**src/hw/rtl/cmfd_pkg.sv**
```systemverilog
package cmfd_pkg;

    localparam int unsigned IdWidth    = 11;
    localparam int unsigned AngleWidth = 16;
    localparam int unsigned SlotWidth  = 4;
    localparam int unsigned TotalWidth = 32;
    localparam int unsigned CfgIdxWidth = 2;

    localparam int unsigned DefaultNumChassisMotors = 4;

    localparam logic [IdWidth-1:0] ChassisBaseIdReset = 11'd513;
    localparam logic [IdWidth-1:0] ShooterBaseIdReset = 11'd517;
    localparam logic [IdWidth-1:0] TriggerIdReset     = 11'd519;
    localparam logic [IdWidth-1:0] GimbalBaseIdReset  = 11'd517;

    localparam logic [CfgIdxWidth-1:0] RegChassisBaseId = 2'd0;
    localparam logic [CfgIdxWidth-1:0] RegShooterBaseId = 2'd1;
    localparam logic [CfgIdxWidth-1:0] RegTriggerId     = 2'd2;
    localparam logic [CfgIdxWidth-1:0] RegGimbalBaseId  = 2'd3;

    localparam logic FuncFrame  = 1'b0;
    localparam logic FuncRezero = 1'b1;

    localparam logic BusChassis = 1'b0;

    localparam int signed StepLimit = 4096;

    typedef struct packed {
        logic              func;
        logic              bus_select;
        logic [IdWidth-1:0] frame_id;
        logic [63:0]       frame_data;
    } cmfd_frame_t;

    typedef struct packed {
        logic                        matched;
        logic [SlotWidth-1:0]        motor_slot;
        logic [AngleWidth-1:0]       rotor_angle;
        logic signed [15:0]          rotor_speed;
        logic signed [15:0]          motor_current;
        logic [7:0]                  motor_temperature;
        logic                        multi_turn_valid;
        logic signed [TotalWidth-1:0] unwrapped_angle;
        logic signed [15:0]          round_count;
    } cmfd_result_t;

endpackage

```
**src/hw/rtl/can_motor_feedback_decoder_top.sv**
```systemverilog
// Decodes feedback frames from the motors on two CAN buses and keeps the
// multi-turn angle of the trigger motor. Each request is either a received
// frame or a rezero command, and each gives exactly one result, registered
// when it is accepted. A new request can be taken in every cycle: the
// decode and the angle unwrap are one pass of logic into the result
// register, and a second result register holds one extra result while the
// output is stalled, so the input stalls only once both are full.
// Identifier registers are written through the cfg channel, which is
// always ready, and should only be changed while no request is in flight.
module can_motor_feedback_decoder_top #(
    parameter int unsigned NUM_CHASSIS_MOTORS = cmfd_pkg::DefaultNumChassisMotors
) (
    input  logic                          clk,
    input  logic                          rst_n,
    input  logic                          frame_valid,
    output logic                          frame_stall,
    input  cmfd_pkg::cmfd_frame_t         frame,
    output logic                          result_valid,
    input  logic                          result_stall,
    output cmfd_pkg::cmfd_result_t        result,
    input  logic                          cfg_valid,
    output logic                          cfg_ready,
    input  logic [cmfd_pkg::CfgIdxWidth-1:0] cfg_index,
    input  logic [cmfd_pkg::IdWidth-1:0]  cfg_data
);
    import cmfd_pkg::*;

    localparam logic [SlotWidth-1:0] NumChassis  = SlotWidth'(NUM_CHASSIS_MOTORS);
    localparam logic [SlotWidth-1:0] TriggerSlot = SlotWidth'(NUM_CHASSIS_MOTORS + 2);
    localparam logic [SlotWidth-1:0] YawSlot     = SlotWidth'(NUM_CHASSIS_MOTORS + 3);

    logic [IdWidth-1:0]    chassis_base_reg;
    logic [IdWidth-1:0]    shooter_base_reg;
    logic [IdWidth-1:0]    trigger_id_reg;
    logic [IdWidth-1:0]    gimbal_base_reg;

    logic [AngleWidth-1:0] trigger_last_reg, trigger_last_next;
    logic [AngleWidth-1:0] prev_angle_reg, prev_angle_next;
    logic [15:0]           turns_reg, turns_next;
    logic [AngleWidth-1:0] offset_reg, offset_next;

    logic                  result_valid_reg;
    cmfd_result_t          result_reg;
    logic                  skid_valid_reg;
    cmfd_result_t          skid_reg;

    cmfd_result_t          item_result;
    logic                  accept;
    logic                  out_free;

    logic [IdWidth-1:0]    chassis_diff;
    logic [IdWidth-1:0]    shooter_diff;
    logic [IdWidth-1:0]    gimbal_diff;
    logic                  chassis_hit;
    logic                  shooter_hit;
    logic                  trigger_hit;
    logic                  gimbal_hit;
    logic                  hit;
    logic                  is_trigger;
    logic                  unwrap_en;
    logic [SlotWidth-1:0]  slot;
    logic [AngleWidth-1:0] frame_angle;
    logic [AngleWidth-1:0] unwrap_angle;
    logic [AngleWidth-1:0] unwrap_offset;
    logic [15:0]           unwrap_turns_in;
    logic signed [AngleWidth:0] step;
    logic [15:0]           unwrap_turns;
    logic [TotalWidth-1:0] total;

    assign accept       = frame_valid && !frame_stall;
    assign frame_stall  = skid_valid_reg;
    assign out_free     = !result_valid_reg || !result_stall;
    assign result_valid = result_valid_reg;
    assign result       = result_reg;
    assign cfg_ready    = 1'b1;

    assign frame_angle  = frame.frame_data[63:48];
    assign chassis_diff = frame.frame_id - chassis_base_reg;
    assign shooter_diff = frame.frame_id - shooter_base_reg;
    assign gimbal_diff  = frame.frame_id - gimbal_base_reg;

    always_comb
    begin
        chassis_hit = (frame.frame_id >= chassis_base_reg)
                   && ({1'b0, chassis_diff} < (IdWidth+1)'(NUM_CHASSIS_MOTORS));
        shooter_hit = (frame.frame_id >= shooter_base_reg) && (shooter_diff < 11'd2);
        trigger_hit = (frame.frame_id == trigger_id_reg);
        gimbal_hit  = (frame.frame_id >= gimbal_base_reg) && (gimbal_diff < 11'd2);

        hit        = 1'b0;
        is_trigger = 1'b0;
        slot       = '0;
        if (frame.bus_select == BusChassis)
        begin
            if (chassis_hit)
            begin
                hit  = 1'b1;
                slot = chassis_diff[SlotWidth-1:0];
            end
            else if (shooter_hit)
            begin
                hit  = 1'b1;
                slot = NumChassis + shooter_diff[SlotWidth-1:0];
            end
            else if (trigger_hit)
            begin
                hit        = 1'b1;
                is_trigger = 1'b1;
                slot       = TriggerSlot;
            end
        end
        else if (gimbal_hit)
        begin
            hit  = 1'b1;
            slot = YawSlot + gimbal_diff[SlotWidth-1:0];
        end
    end

    // A rezero runs the unwrap on the last trigger angle with a cleared
    // round count and the new offset.
    always_comb
    begin
        if (frame.func == FuncRezero)
        begin
            unwrap_en       = 1'b1;
            unwrap_angle    = trigger_last_reg;
            unwrap_offset   = trigger_last_reg;
            unwrap_turns_in = '0;
        end
        else
        begin
            unwrap_en       = is_trigger;
            unwrap_angle    = frame_angle;
            unwrap_offset   = offset_reg;
            unwrap_turns_in = turns_reg;
        end

        step = $signed({1'b0, unwrap_angle}) - $signed({1'b0, prev_angle_reg});
        if (step < (AngleWidth+1)'(-StepLimit))
        begin
            unwrap_turns = unwrap_turns_in + 16'd1;
        end
        else if (step > (AngleWidth+1)'(StepLimit))
        begin
            unwrap_turns = unwrap_turns_in - 16'd1;
        end
        else
        begin
            unwrap_turns = unwrap_turns_in;
        end

        total = {{(TotalWidth-29){unwrap_turns[15]}}, unwrap_turns, 13'd0}
              + {{(TotalWidth-AngleWidth){1'b0}}, unwrap_angle}
              - {{(TotalWidth-AngleWidth){1'b0}}, unwrap_offset};
    end

    always_comb
    begin
        item_result = '0;
        if (frame.func == FuncRezero)
        begin
            item_result.matched          = 1'b1;
            item_result.motor_slot       = TriggerSlot;
            item_result.rotor_angle      = trigger_last_reg;
            item_result.multi_turn_valid = 1'b1;
            item_result.unwrapped_angle  = total;
            item_result.round_count      = unwrap_turns;
        end
        else if (hit)
        begin
            item_result.matched           = 1'b1;
            item_result.motor_slot        = slot;
            item_result.rotor_angle       = frame_angle;
            item_result.rotor_speed       = frame.frame_data[47:32];
            item_result.motor_current     = frame.frame_data[31:16];
            item_result.motor_temperature = frame.frame_data[15:8];
            if (is_trigger)
            begin
                item_result.multi_turn_valid = 1'b1;
                item_result.unwrapped_angle  = total;
                item_result.round_count      = unwrap_turns;
            end
        end
    end

    always_comb
    begin
        trigger_last_next = trigger_last_reg;
        prev_angle_next   = prev_angle_reg;
        turns_next        = turns_reg;
        offset_next       = offset_reg;
        if (accept && unwrap_en)
        begin
            prev_angle_next = unwrap_angle;
            turns_next      = unwrap_turns;
            offset_next     = unwrap_offset;
            if (frame.func == FuncFrame)
            begin
                trigger_last_next = frame_angle;
            end
        end
    end

    always_ff @(posedge clk or negedge rst_n)
    begin
        if (!rst_n)
        begin
            chassis_base_reg <= ChassisBaseIdReset;
            shooter_base_reg <= ShooterBaseIdReset;
            trigger_id_reg   <= TriggerIdReset;
            gimbal_base_reg  <= GimbalBaseIdReset;
        end
        else if (cfg_valid && cfg_ready)
        begin
            case (cfg_index)
                RegChassisBaseId: chassis_base_reg <= cfg_data;
                RegShooterBaseId: shooter_base_reg <= cfg_data;
                RegTriggerId:     trigger_id_reg   <= cfg_data;
                RegGimbalBaseId:  gimbal_base_reg  <= cfg_data;
                default:          chassis_base_reg <= chassis_base_reg;
            endcase
        end
    end

    always_ff @(posedge clk or negedge rst_n)
    begin
        if (!rst_n)
        begin
            trigger_last_reg <= '0;
            prev_angle_reg   <= '0;
            turns_reg        <= '0;
            offset_reg       <= '0;
            result_valid_reg <= 1'b0;
            skid_valid_reg   <= 1'b0;
        end
        else
        begin
            trigger_last_reg <= trigger_last_next;
            prev_angle_reg   <= prev_angle_next;
            turns_reg        <= turns_next;
            offset_reg       <= offset_next;
            if (out_free)
            begin
                if (skid_valid_reg)
                begin
                    result_valid_reg <= 1'b1;
                    skid_valid_reg   <= 1'b0;
                end
                else
                begin
                    result_valid_reg <= accept;
                end
            end
            else if (accept)
            begin
                skid_valid_reg <= 1'b1;
            end
        end
    end

    always_ff @(posedge clk)
    begin
        if (out_free)
        begin
            if (skid_valid_reg)
            begin
                result_reg <= skid_reg;
            end
            else if (accept)
            begin
                result_reg <= item_result;
            end
        end
        else if (accept)
        begin
            skid_reg <= item_result;
        end
    end

endmodule
```
**config.mk**
```make
export PLATFORM = sky130hd
export DESIGN_NAME = can_motor_feedback_decoder_top
export DESIGN_NICKNAME = d
export VERILOG_FILES = /design/src/hw/rtl/cmfd_pkg.sv /design/src/hw/rtl/can_motor_feedback_decoder_top.sv
export SDC_FILE = /design/constraint.sdc
export NUM_CORES = 1
export LEC_CHECK = 0
export ABC_CLOCK_PERIOD_IN_PS = 12200
export BUFFER_PORTS_ARGS = -buffer_cell sky130_fd_sc_hd__buf_2
export CAP_MARGIN = 20
export CELL_PAD_IN_SITES_DETAIL_PLACEMENT = 2
export CELL_PAD_IN_SITES_GLOBAL_PLACEMENT = 2
export CORE_MARGIN = 1.5
export CORE_UTILIZATION = 30
export DETAILED_ROUTE_END_ITERATION = 8
export GPL_ROUTABILITY_DRIVEN = 0
export HOLD_SLACK_MARGIN = 0.12
export PLACE_DENSITY = 0.76
export SLEW_MARGIN = 5
export SYNTH_ARGS = -nofsm -noshare
export SYNTH_HDL_FRONTEND = slang
export SYNTH_SLANG_ARGS = --single-unit
```
**constraint.sdc**
```tcl
create_clock -name clk -period 12.2 [get_ports clk]
set_input_delay 0 -clock clk [delete_from_list [all_inputs] [get_ports clk]]
set_output_delay 0 -clock clk [all_outputs]
set_load 0.005 [all_outputs]
```
==> results of run 1 <==
cell type report:
cell class / instances / area share
sequential: 312 / 0.411
multi-input combinational: 1128 / 0.370
timing repair buffer: 304 / 0.0939
clock buffer: 58 / 0.0529
tap: 765 / 0.0441
inverter: 109 / 0.0189
clock inverter: 14 / 0.00888
antenna: 1 / 0.000115
kinds of logic after synthesis:
group / Yosys count / synth area share
AO/OA/AOI/OAI: 351 / 0.134
adder cells (fa/ha/maj): 101 / 0.0751
flip-flops: 312 / 0.506
multiplexers: 130 / 0.0809
buffers and inverters: 176 / 0.0395
AND/OR/NAND/NOR: 480 / 0.133
other: 1 / 0.000213
XOR/XNOR: 65 / 0.0323
tightest hold or removal path, delay by kind of cell:
family,cells,cell delay (ns)
AOI/OAI and AO/OA,1,0.15
buffers and inverters,1,0.38
muxes,1,0.24
stage by stage:
step	setup WS, ns	hold slack, ns	cells	area (sq um)	utilization
CTS	3.87	0.240	2689	21700	0.374
finish	3.96	0.275	2691	21700	0.375
global route	3.26	0.306	2690	21700	0.375
detailed placement	3.32	0.0517	2526	19400	0.335
global placement	3.56	0.0464	2526	19400	0.335
floorplan	4.96	-0.296	1616	17600	-
cells in the mapped netlist, drive strengths merged, types with 30 or more instances:
| cell | n | area, sq um |
|---|---|---|
| edfxtp | 218 | 6550 |
| nand2 | 152 | 571 |
| nor2 | 116 | 443 |
| inv | 108 | 405 |
| o21ai | 107 | 536 |
| mux2 | 100 | 1130 |
| ha | 93 | 1160 |
| dfrtp | 82 | 2050 |
| a21oi | 73 | 377 |
| and2 | 49 | 307 |
| clkbuf | 47 | 178 |
| o31ai | 36 | 289 |
| xor2 | 36 | 315 |
| nor3 | 33 | 165 |
| mux2i | 30 | 300 |
timing repair:
item                                   in CTS  in global routing
setup buffers                               0                  0
resized for setup                           0                  0
hold buffers                               91                  0
endpoints found under the hold margin     218                  0
per-layer routing:
metal	wire length (microns)	up-vias	global-route usage
met3	2010	95	0.0291
met4	1500	4	0.0581
met5	28	-	0
met2	28000	239	0.330
met1	25600	7007	0.240
li1	-	6425	-
how the worst max path moves through the flow:
| stage | from | endpoint | slack, ns | depth (start not counted) |
|---|---|---|---|---|
| floorplan | frame_stall | result[0] | 4.96 | 5 |
| global placement | frame[76] | result[40] | 3.56 | 29 |
| detailed placement | frame[76] | result[40] | 3.32 | 29 |
| CTS | frame[76] | result[40] | 3.87 | 29 |
| global route | frame[76] | result[40] | 3.26 | 29 |
| finish | frame[76] | result[40] | 3.96 | 29 |
report_power, final:
part / internal [mW] / leakage (nW) / switching (mW)
logic: 0.870 / 5.10 / 1.33
registers: 1.42 / 3.24 / 0.119
clock network: 0.740 / 0.650 / 0.479
==> impl_metrics.ini, run 1 <==
[status]
status = finished, final reports clean

[drt]
drtAntennaViolNets = 0
vias_per_cell = 5.12
drt_iter0_drc = 564
drc_errors = 0
routedWlPerCell_microns = 21.2
first_pass_iters = 5
num_vias = 13770
routed_wl_mm = 57.1

[synth]
syn_avg_cell_area_sq_um = 10.9
synthArstFlopShare = 0.301
synth_ff_type = edfxtp_1
ys_warn_count = 0
synthCells = 1616
seq_area_frac_synth = 0.506
synth_edf_count = 218
synth_fp_nets = 1812
netlist_area_sq_um = 17600
synth-seq-cells = 312
synth_cell_types = 90

[finish]
area_delta_synth_final_pct = 23.1
final_common_cell = edfxtp_1
fin_nets = 2090
num-fill-cells = 6211
multi_input_area_sq_um = 8040
final_cell_mix = edfxtp_1, buf_2, nand2_1, nor2_1, inv_1
drive_gt1_frac = 0.216
seq_area_sq_um = 8920

[worst_setup_path]
worst_setup_path_start_kind = input pin
crit_family = compound AO/OA/AOI/OAI gates
reg2reg_slack_ns = 4.58
cp.required_ns = 12.50
crit_buf_inv = 4
end_kind = flop
r2r_cells = 27
cp.arrival_ns = 8.54
worstSetupPathType = in -> reg
r2r_start = prev_angle_reg[13]
slowest_delay_ns = 0.87
path_max_fanout = 26
worstReg2RegEnd = result[40]
slowest_stage = a21boi_0

[cts]
clock_path_buffers = 3
cts.clk_slew.worst_paths_ns = 0.06
cts_buffers = 39
htree_levels = 2
insertion_delay_ns = 0.56
clock-root-buffer = clkbuf_16
cts.sinks = 312
cts_tree = done

[timing]
post-route-period-util = 0.675
rsz0062_at_grt = false
tightest_slew_ns = 0.992
setup_tns_ns = 0
period_needed_ns = 8.24
finalClockSkew_ns = 0.0227
timing.fmax_mhz = 121
relSlewSlack = 0.338
slew_violations = 0
setup_violations = 0
timing.final.hold_violations = 0

[worst_hold_path]
worstHoldStart = frame[76]
whs_endpoint = offset_reg[9]
hp-class = in -> reg
hold_depth = 3

[floorplanning]
start_util = 0.304
die_w_microns = 245
ioPinCount = 208
dieArea_sq_um = 60200
num_rows = 88
core_area_sq_um = 57900
die_y_microns = 245

[global_route]
antenna_found_initial = 2
grt_pass1_wl_mm = 88.8
grt_start_max_net_pins = 80
overflow = 0
grt_usage = 0.189
grt_pass1_vias = 15380

[power]
power_mw = 4.95
ir_worst_vdd_mv = 0.0875
powerDensity_nw_per_um2 = 228
leakage_nw = 8.99

[job]
drv_cap = 0

[placed_design]
numPortBuffers = 198
hpwl_mm = 38.7
Power figures use the tool's default switching activity.
==> inputs of run 2 (changes only) <==
--- a/config.mk
+++ b/config.mk
@@ -5,7 +5,7 @@
 export SDC_FILE = /design/constraint.sdc
 export NUM_CORES = 1
 export LEC_CHECK = 0
-export ABC_CLOCK_PERIOD_IN_PS = 12200
+export ABC_CLOCK_PERIOD_IN_PS = 6850
 export BUFFER_PORTS_ARGS = -buffer_cell sky130_fd_sc_hd__buf_2
 export CAP_MARGIN = 20
 export CELL_PAD_IN_SITES_DETAIL_PLACEMENT = 2
@@ -15,7 +15,7 @@
 export DETAILED_ROUTE_END_ITERATION = 8
 export GPL_ROUTABILITY_DRIVEN = 0
 export HOLD_SLACK_MARGIN = 0.12
-export PLACE_DENSITY = 0.76
+export PLACE_DENSITY = 0.78
 export SLEW_MARGIN = 5
 export SYNTH_ARGS = -nofsm -noshare
 export SYNTH_HDL_FRONTEND = slang
==> constraint.sdc (replaced) <==
create_clock -name clk -period 6.85 [get_ports clk]
set_input_delay 0 -clock clk [delete_from_list [all_inputs] [get_ports clk]]
set_output_delay 0 -clock clk [all_outputs]
set_load 0.005 [all_outputs]
==> impl_metrics.ini, run 2 (synthesis results as in run 1) <==
[worst_setup_path]
r2r_start = prev_angle_reg[2]
cp.required_ns = 7.16
crit_buf_inv = 3
end_kind = flop
worst-path-stages = 27
slowest_stage = dfrtp_1
slowest_delay_ns = 0.42
path_max_fanout = 5
cp-startpoint = prev_angle_reg[2]
crit_family = compound AO/OA/AOI/OAI gates
worst_setup_path_start_kind = flop
reg2reg_slack_ns = 0.24
cp.arrival_ns = 6.92
r2r_cells = 27
crit_end = result[40]
worstReg2RegEnd = result[40]
worstSetupPathType = reg -> reg

[job]
drv_cap = 0

[placed_design]
hpwl_mm = 39.8
place_worst_setup_slack_ns = 0.00647
numPortBuffers = 198
placed_cell_area_sq_um = 19800
dp.cells = 2568

[finish]
area_delta_synth_final_pct = 26.3
final_cell_mix = edfxtp_1, buf_2, nand2_1, nor2_1, inv_1
drive_gt1_frac = 0.248
multi_input_area_sq_um = 8200
finalNonFillerCells = 2742
fin_nets = 2140
seq_area_sq_um = 8920
final_common_cell = edfxtp_1
num-fill-cells = 6170
final_area_sq_um = 22300

[cts]
clock_path_buffers = 3
clock-root-buffer = clkbuf_16
cts_tree = done
cts_buffers = 39
insertion_delay_ns = 0.56
cts.sinks = 312
cts.clk_slew.worst_paths_ns = 0.06
htree_levels = 2

[status]
status = finished, final reports clean

[floorplanning]
die_w_microns = 245
start_util = 0.304
num_rows = 88
dieArea_sq_um = 60200
core_area_sq_um = 57900
die_y_microns = 245
ioPinCount = 208

[power]
leakage_nw = 9.27
ir_worst_vdd_mv = 0.231
powerDensity_nw_per_um2 = 413

[worst_hold_path]
hp-class = in -> reg

[timing]
finalWorstSetupSlack_ns = 0.238
slew_violations = 0
timing.final.hold_violations = 0
timing.fmax_mhz = 151
relSlewSlack = 0.259
whs_ns = 0.288
rsz0062_at_grt = true
finalClockSkew_ns = 0.0223
tightest_slew_ns = 1.11
period_needed_ns = 6.61
setup_violations = 0
post-route-period-util = 0.965

[global_route]
grt_usage = 0.192
grt_pass1_vias = 15542
grt_start_max_net_pins = 83
antenna_found_initial = 0
grt_pass1_wl_mm = 90.7
overflow = 0

[drt]
drtAntennaViolNets = 0
routed_wl_mm = 58.1
num_vias = 13944
drc_errors = 0
first_pass_iters = 5
vias_per_cell = 5.09
drt_iter0_drc = 627
routedWlPerCell_microns = 21.2
[run 2: area by class of cell]
class                   count  share of cell area
well taps                 765              0.0430
flip-flops and latches    312               0.401
diodes                      2            0.000225
clock buffers              50              0.0485
clock inverters            22              0.0113
multi-input cells        1128               0.368
repair buffers            354               0.110
inverters                 109              0.0184
[run 2: per-layer routing]
layer,global-route usage,up-vias,routed length [microns],share of wire
li1,-,6523,-,-
met1,0.250,7108,26300,0.45
met5,0,-,0,0
met4,0.0493,0,1180,0.020
met2,0.333,237,28500,0.49
met3,0.0292,76,2200,0.038
[run 2: worst min path at each step]
stage | to | cells past startpoint | from
global route | skid_reg[76] | 3 | frame[35]
finish | skid_reg[81] | 3 | frame[40]
CTS | skid_reg[81] | 3 | frame[40]
global placement | turns_reg[7] | 1 | rst_n
floorplan | chassis_base_reg[10] | 0 | rst_n
detailed placement | turns_reg[0] | 1 | rst_n
[run 2: worst register-to-register path, cell delays in order, from the launching register on]
cell and delay (ns):
dfrtp_1 0.42, mux2i_2 0.20, inv_1 0.12, ha_4 0.25
and3b_4 0.21, or2_4 0.27, a2111oi_4 0.42, or3_1 0.18
nand3_2 0.11, or3_1 0.41, or2_1 0.24, and2_1 0.21
buf_4 0.18, a31o_2 0.27, xor2_1 0.32, inv_2 0.12
ha_1 0.41, o211a_1 0.19, a221oi_2 0.30, o21ai_2 0.12
a21oi_1 0.19, o21ai_2 0.11, a211oi_2 0.29, o21bai_1 0.10
a21oi_1 0.17, xor2_1 0.19, nor2_1 0.08, mux2_2 0.30
[run 2: timing repair]
item	in CTS	in global routing
endpoints found under the setup margin	2	23
hold buffers	91	0
hold endpoints to repair	226	0
gates resized for setup	2	31
buffers inserted	0	8
pin swaps	0	10
[run 2: power by group]
part           switching [mW]  internal, mW
combinational            2.53          1.75
sequential              0.213          2.52
clock                   0.858          1.31
total                    3.60          5.58
[run 2: metrics by stage]
step / utilization / setup TNS (ns) / total power, mW
4_1_cts: 0.380 / 0 / 9.12
2_1_floorplan: - / 0 / 5.38
5_1_grt: 0.384 / -0.113 / 9.80
6_report: 0.384 / 0 / 9.18
3_3_place_gp: 0.341 / 0 / 6.53
3_5_place_dp: 0.341 / 0 / 6.79
==> inputs of run 3 (changes only) <==
--- a/config.mk
+++ b/config.mk
@@ -15,7 +15,7 @@
 export DETAILED_ROUTE_END_ITERATION = 8
 export GPL_ROUTABILITY_DRIVEN = 0
 export HOLD_SLACK_MARGIN = 0.12
-export PLACE_DENSITY = 0.78
+export PLACE_DENSITY_LB_ADDON = 0.1
 export SLEW_MARGIN = 5
 export SYNTH_ARGS = -nofsm -noshare
 export SYNTH_HDL_FRONTEND = slang
==> impl_metrics.ini, run 3 (synthesis results as in run 1) <==
[status]
status = finished, final reports clean

[finish]
area_delta_synth_final_pct = 25.7
drive_gt1_frac = 0.245
final_cell_mix = edfxtp_1, buf_2, nand2_1, nor2_1, inv_1
antenna_cells = 0
fin_nets = 2132
final_common_cell = edfxtp_1
final_util = 0.383
finalNonFillerCells = 2733

[worst_setup_path]
crit_family = compound AO/OA/AOI/OAI gates
cp.required_ns = 7.17
crit_buf_inv = 2
path_max_fanout = 6
crit_end = result[40]
end_kind = flop
worst_setup_path_start_kind = flop
worstReg2RegEnd = result[40]
slowest_delay_ns = 0.49
r2r_cells = 27
worst-path-stages = 27
worstSetupPathType = reg -> reg
cp-startpoint = prev_angle_reg[4]
r2r_start = prev_angle_reg[4]
reg2reg_slack_ns = 0.37
cp.arrival_ns = 6.80
slowest_stage = fa_1

[power]
internal-power_mw = 5.57
ir_worst_vdd_mv = 0.203
power.switching_mw = 3.49
powerDensity_nw_per_um2 = 409
power_mw = 9.06
seqPwrFrac = 0.299
leakage_nw = 9.22
switching_share = 0.385
p_clk_frac = 0.242
power_frac_comb = 0.460

[global_route]
grt_usage = 0.188
grt_pass1_vias = 14789
overflow = 0
antenna_found_initial = 0
grt_pass1_wl_mm = 87.9
grt_start_max_net_pins = 64

[timing]
relSlewSlack = 0.319
timing.fmax_mhz = 154
period_needed_ns = 6.48
timing.final.hold_violations = 0
finalWorstSetupSlack_ns = 0.371
setup_violations = 0
slew_violations = 0
setup_tns_ns = 0
tightest_slew_ns = 1.02
post-route-period-util = 0.946
finalClockSkew_ns = 0.0269

[floorplanning]
start_util = 0.304
ioPinCount = 208
num_rows = 88
die_w_microns = 245
die_y_microns = 245
dieArea_sq_um = 60200
core_area_sq_um = 57900

[placed_design]
place_worst_setup_slack_ns = -0.0270
hpwl_mm = 40.6
numPortBuffers = 198
dp.cells = 2572

[cts]
clock-root-buffer = clkbuf_16
htree_levels = 2
cts_tree = done
cts.clk_slew.worst_paths_ns = 0.06
clock_path_buffers = 3
cts_buffers = 40
cts.sinks = 312
insertion_delay_ns = 0.57

[drt]
routed_wl_mm = 56.3
vias_per_cell = 4.98
num_vias = 13612
first_pass_iters = 4
drt_iter0_drc = 437
drc_errors = 0
drtAntennaViolNets = 0
routedWlPerCell_microns = 20.6

[job]
drv_cap = 0

[worst_hold_path]
hold_depth = 3
hp-class = in -> reg
[run 3: metrics by stage]
| stage | hold slack (ns) | cell area [sq um] |
|---|---|---|
| 2_1_floorplan | -0.296 | 17600 |
| 3_3_place_gp | 0.0113 | 19800 |
| 3_5_place_dp | 0.0127 | 19800 |
| 4_1_cts | 0.217 | 22000 |
| 5_1_grt | 0.269 | 22200 |
| 6_report | 0.280 | 22200 |
[run 3: final cells by class]
| type | count | area, sq um |
|---|---|---|
| Fill cell | 6172 | 35800 |
| Sequential cell | 312 | 8920 |
| Multi-Input combinational cell | 1128 | 8160 |
| Timing Repair Buffer | 345 | 2340 |
| Clock buffer | 55 | 1070 |
| Tap cell | 765 | 957 |
| Inverter | 109 | 409 |
| Clock inverter | 19 | 300 |
[run 3: worst min path at each step]
| stage | to | startpoint |
|---|---|---|
| 2_1_floorplan | chassis_base_reg[10] | rst_n |
| 6_report | skid_reg[75] | frame[34] |
| 4_1_cts | skid_reg[67] | frame[26] |
| 3_5_place_dp | trigger_id_reg[10] | rst_n |
| 5_1_grt | skid_reg[50] | frame[9] |
| 3_3_place_gp | trigger_id_reg[10] | rst_n |
[run 3: worst register-to-register path, cell delays in order, from the launching register on]
cell and delay, ns:
dfrtp_1 0.45, mux2i_1 0.21, inv_1 0.13, ha_1 0.38, a21o_1 0.30, a221oi_2 0.31, nand2_1 0.12, a21o_1 0.20
xor2_1 0.17, or3_1 0.34, or2_1 0.23, and2_1 0.21, a21oi_4 0.21, xor2_2 0.10, fa_1 0.49, inv_1 0.04
ha_1 0.25, or2_2 0.31, a221oi_1 0.25, o21ai_1 0.14, a21oi_1 0.18, o21ai_2 0.11, a211oi_2 0.29, o21bai_1 0.09
a21oi_1 0.18, xor2_1 0.16, nor2_1 0.07, mux2_2 0.29
[run 3: layer usage]
metal  global-route usage  part of all wire  up-vias
li1                     -                 -     6504
met1                0.266              0.50     6855
met2                0.303              0.45      203
met3               0.0260             0.033       50
met4               0.0435             0.017        0
met5                    0                 0        -
[run 3: power groups by stage]
stage,Clock (mW),Combinational [mW],Sequential (mW)
final,2.19,4.17,2.70
after global placement,0,3.90,2.73
after CTS,2.27,4.09,2.71
after floorplan,0,2.67,2.70
after global routing,2.33,4.66,2.75
after detailed placement,0,4.01,2.74
[run 3: timing repair]
action,CTS,global route
endpoints found under the hold margin,237,0
gates resized for setup,0,29
hold buffers,84,0
buffers inserted,0,3
setup endpoints to repair,0,25
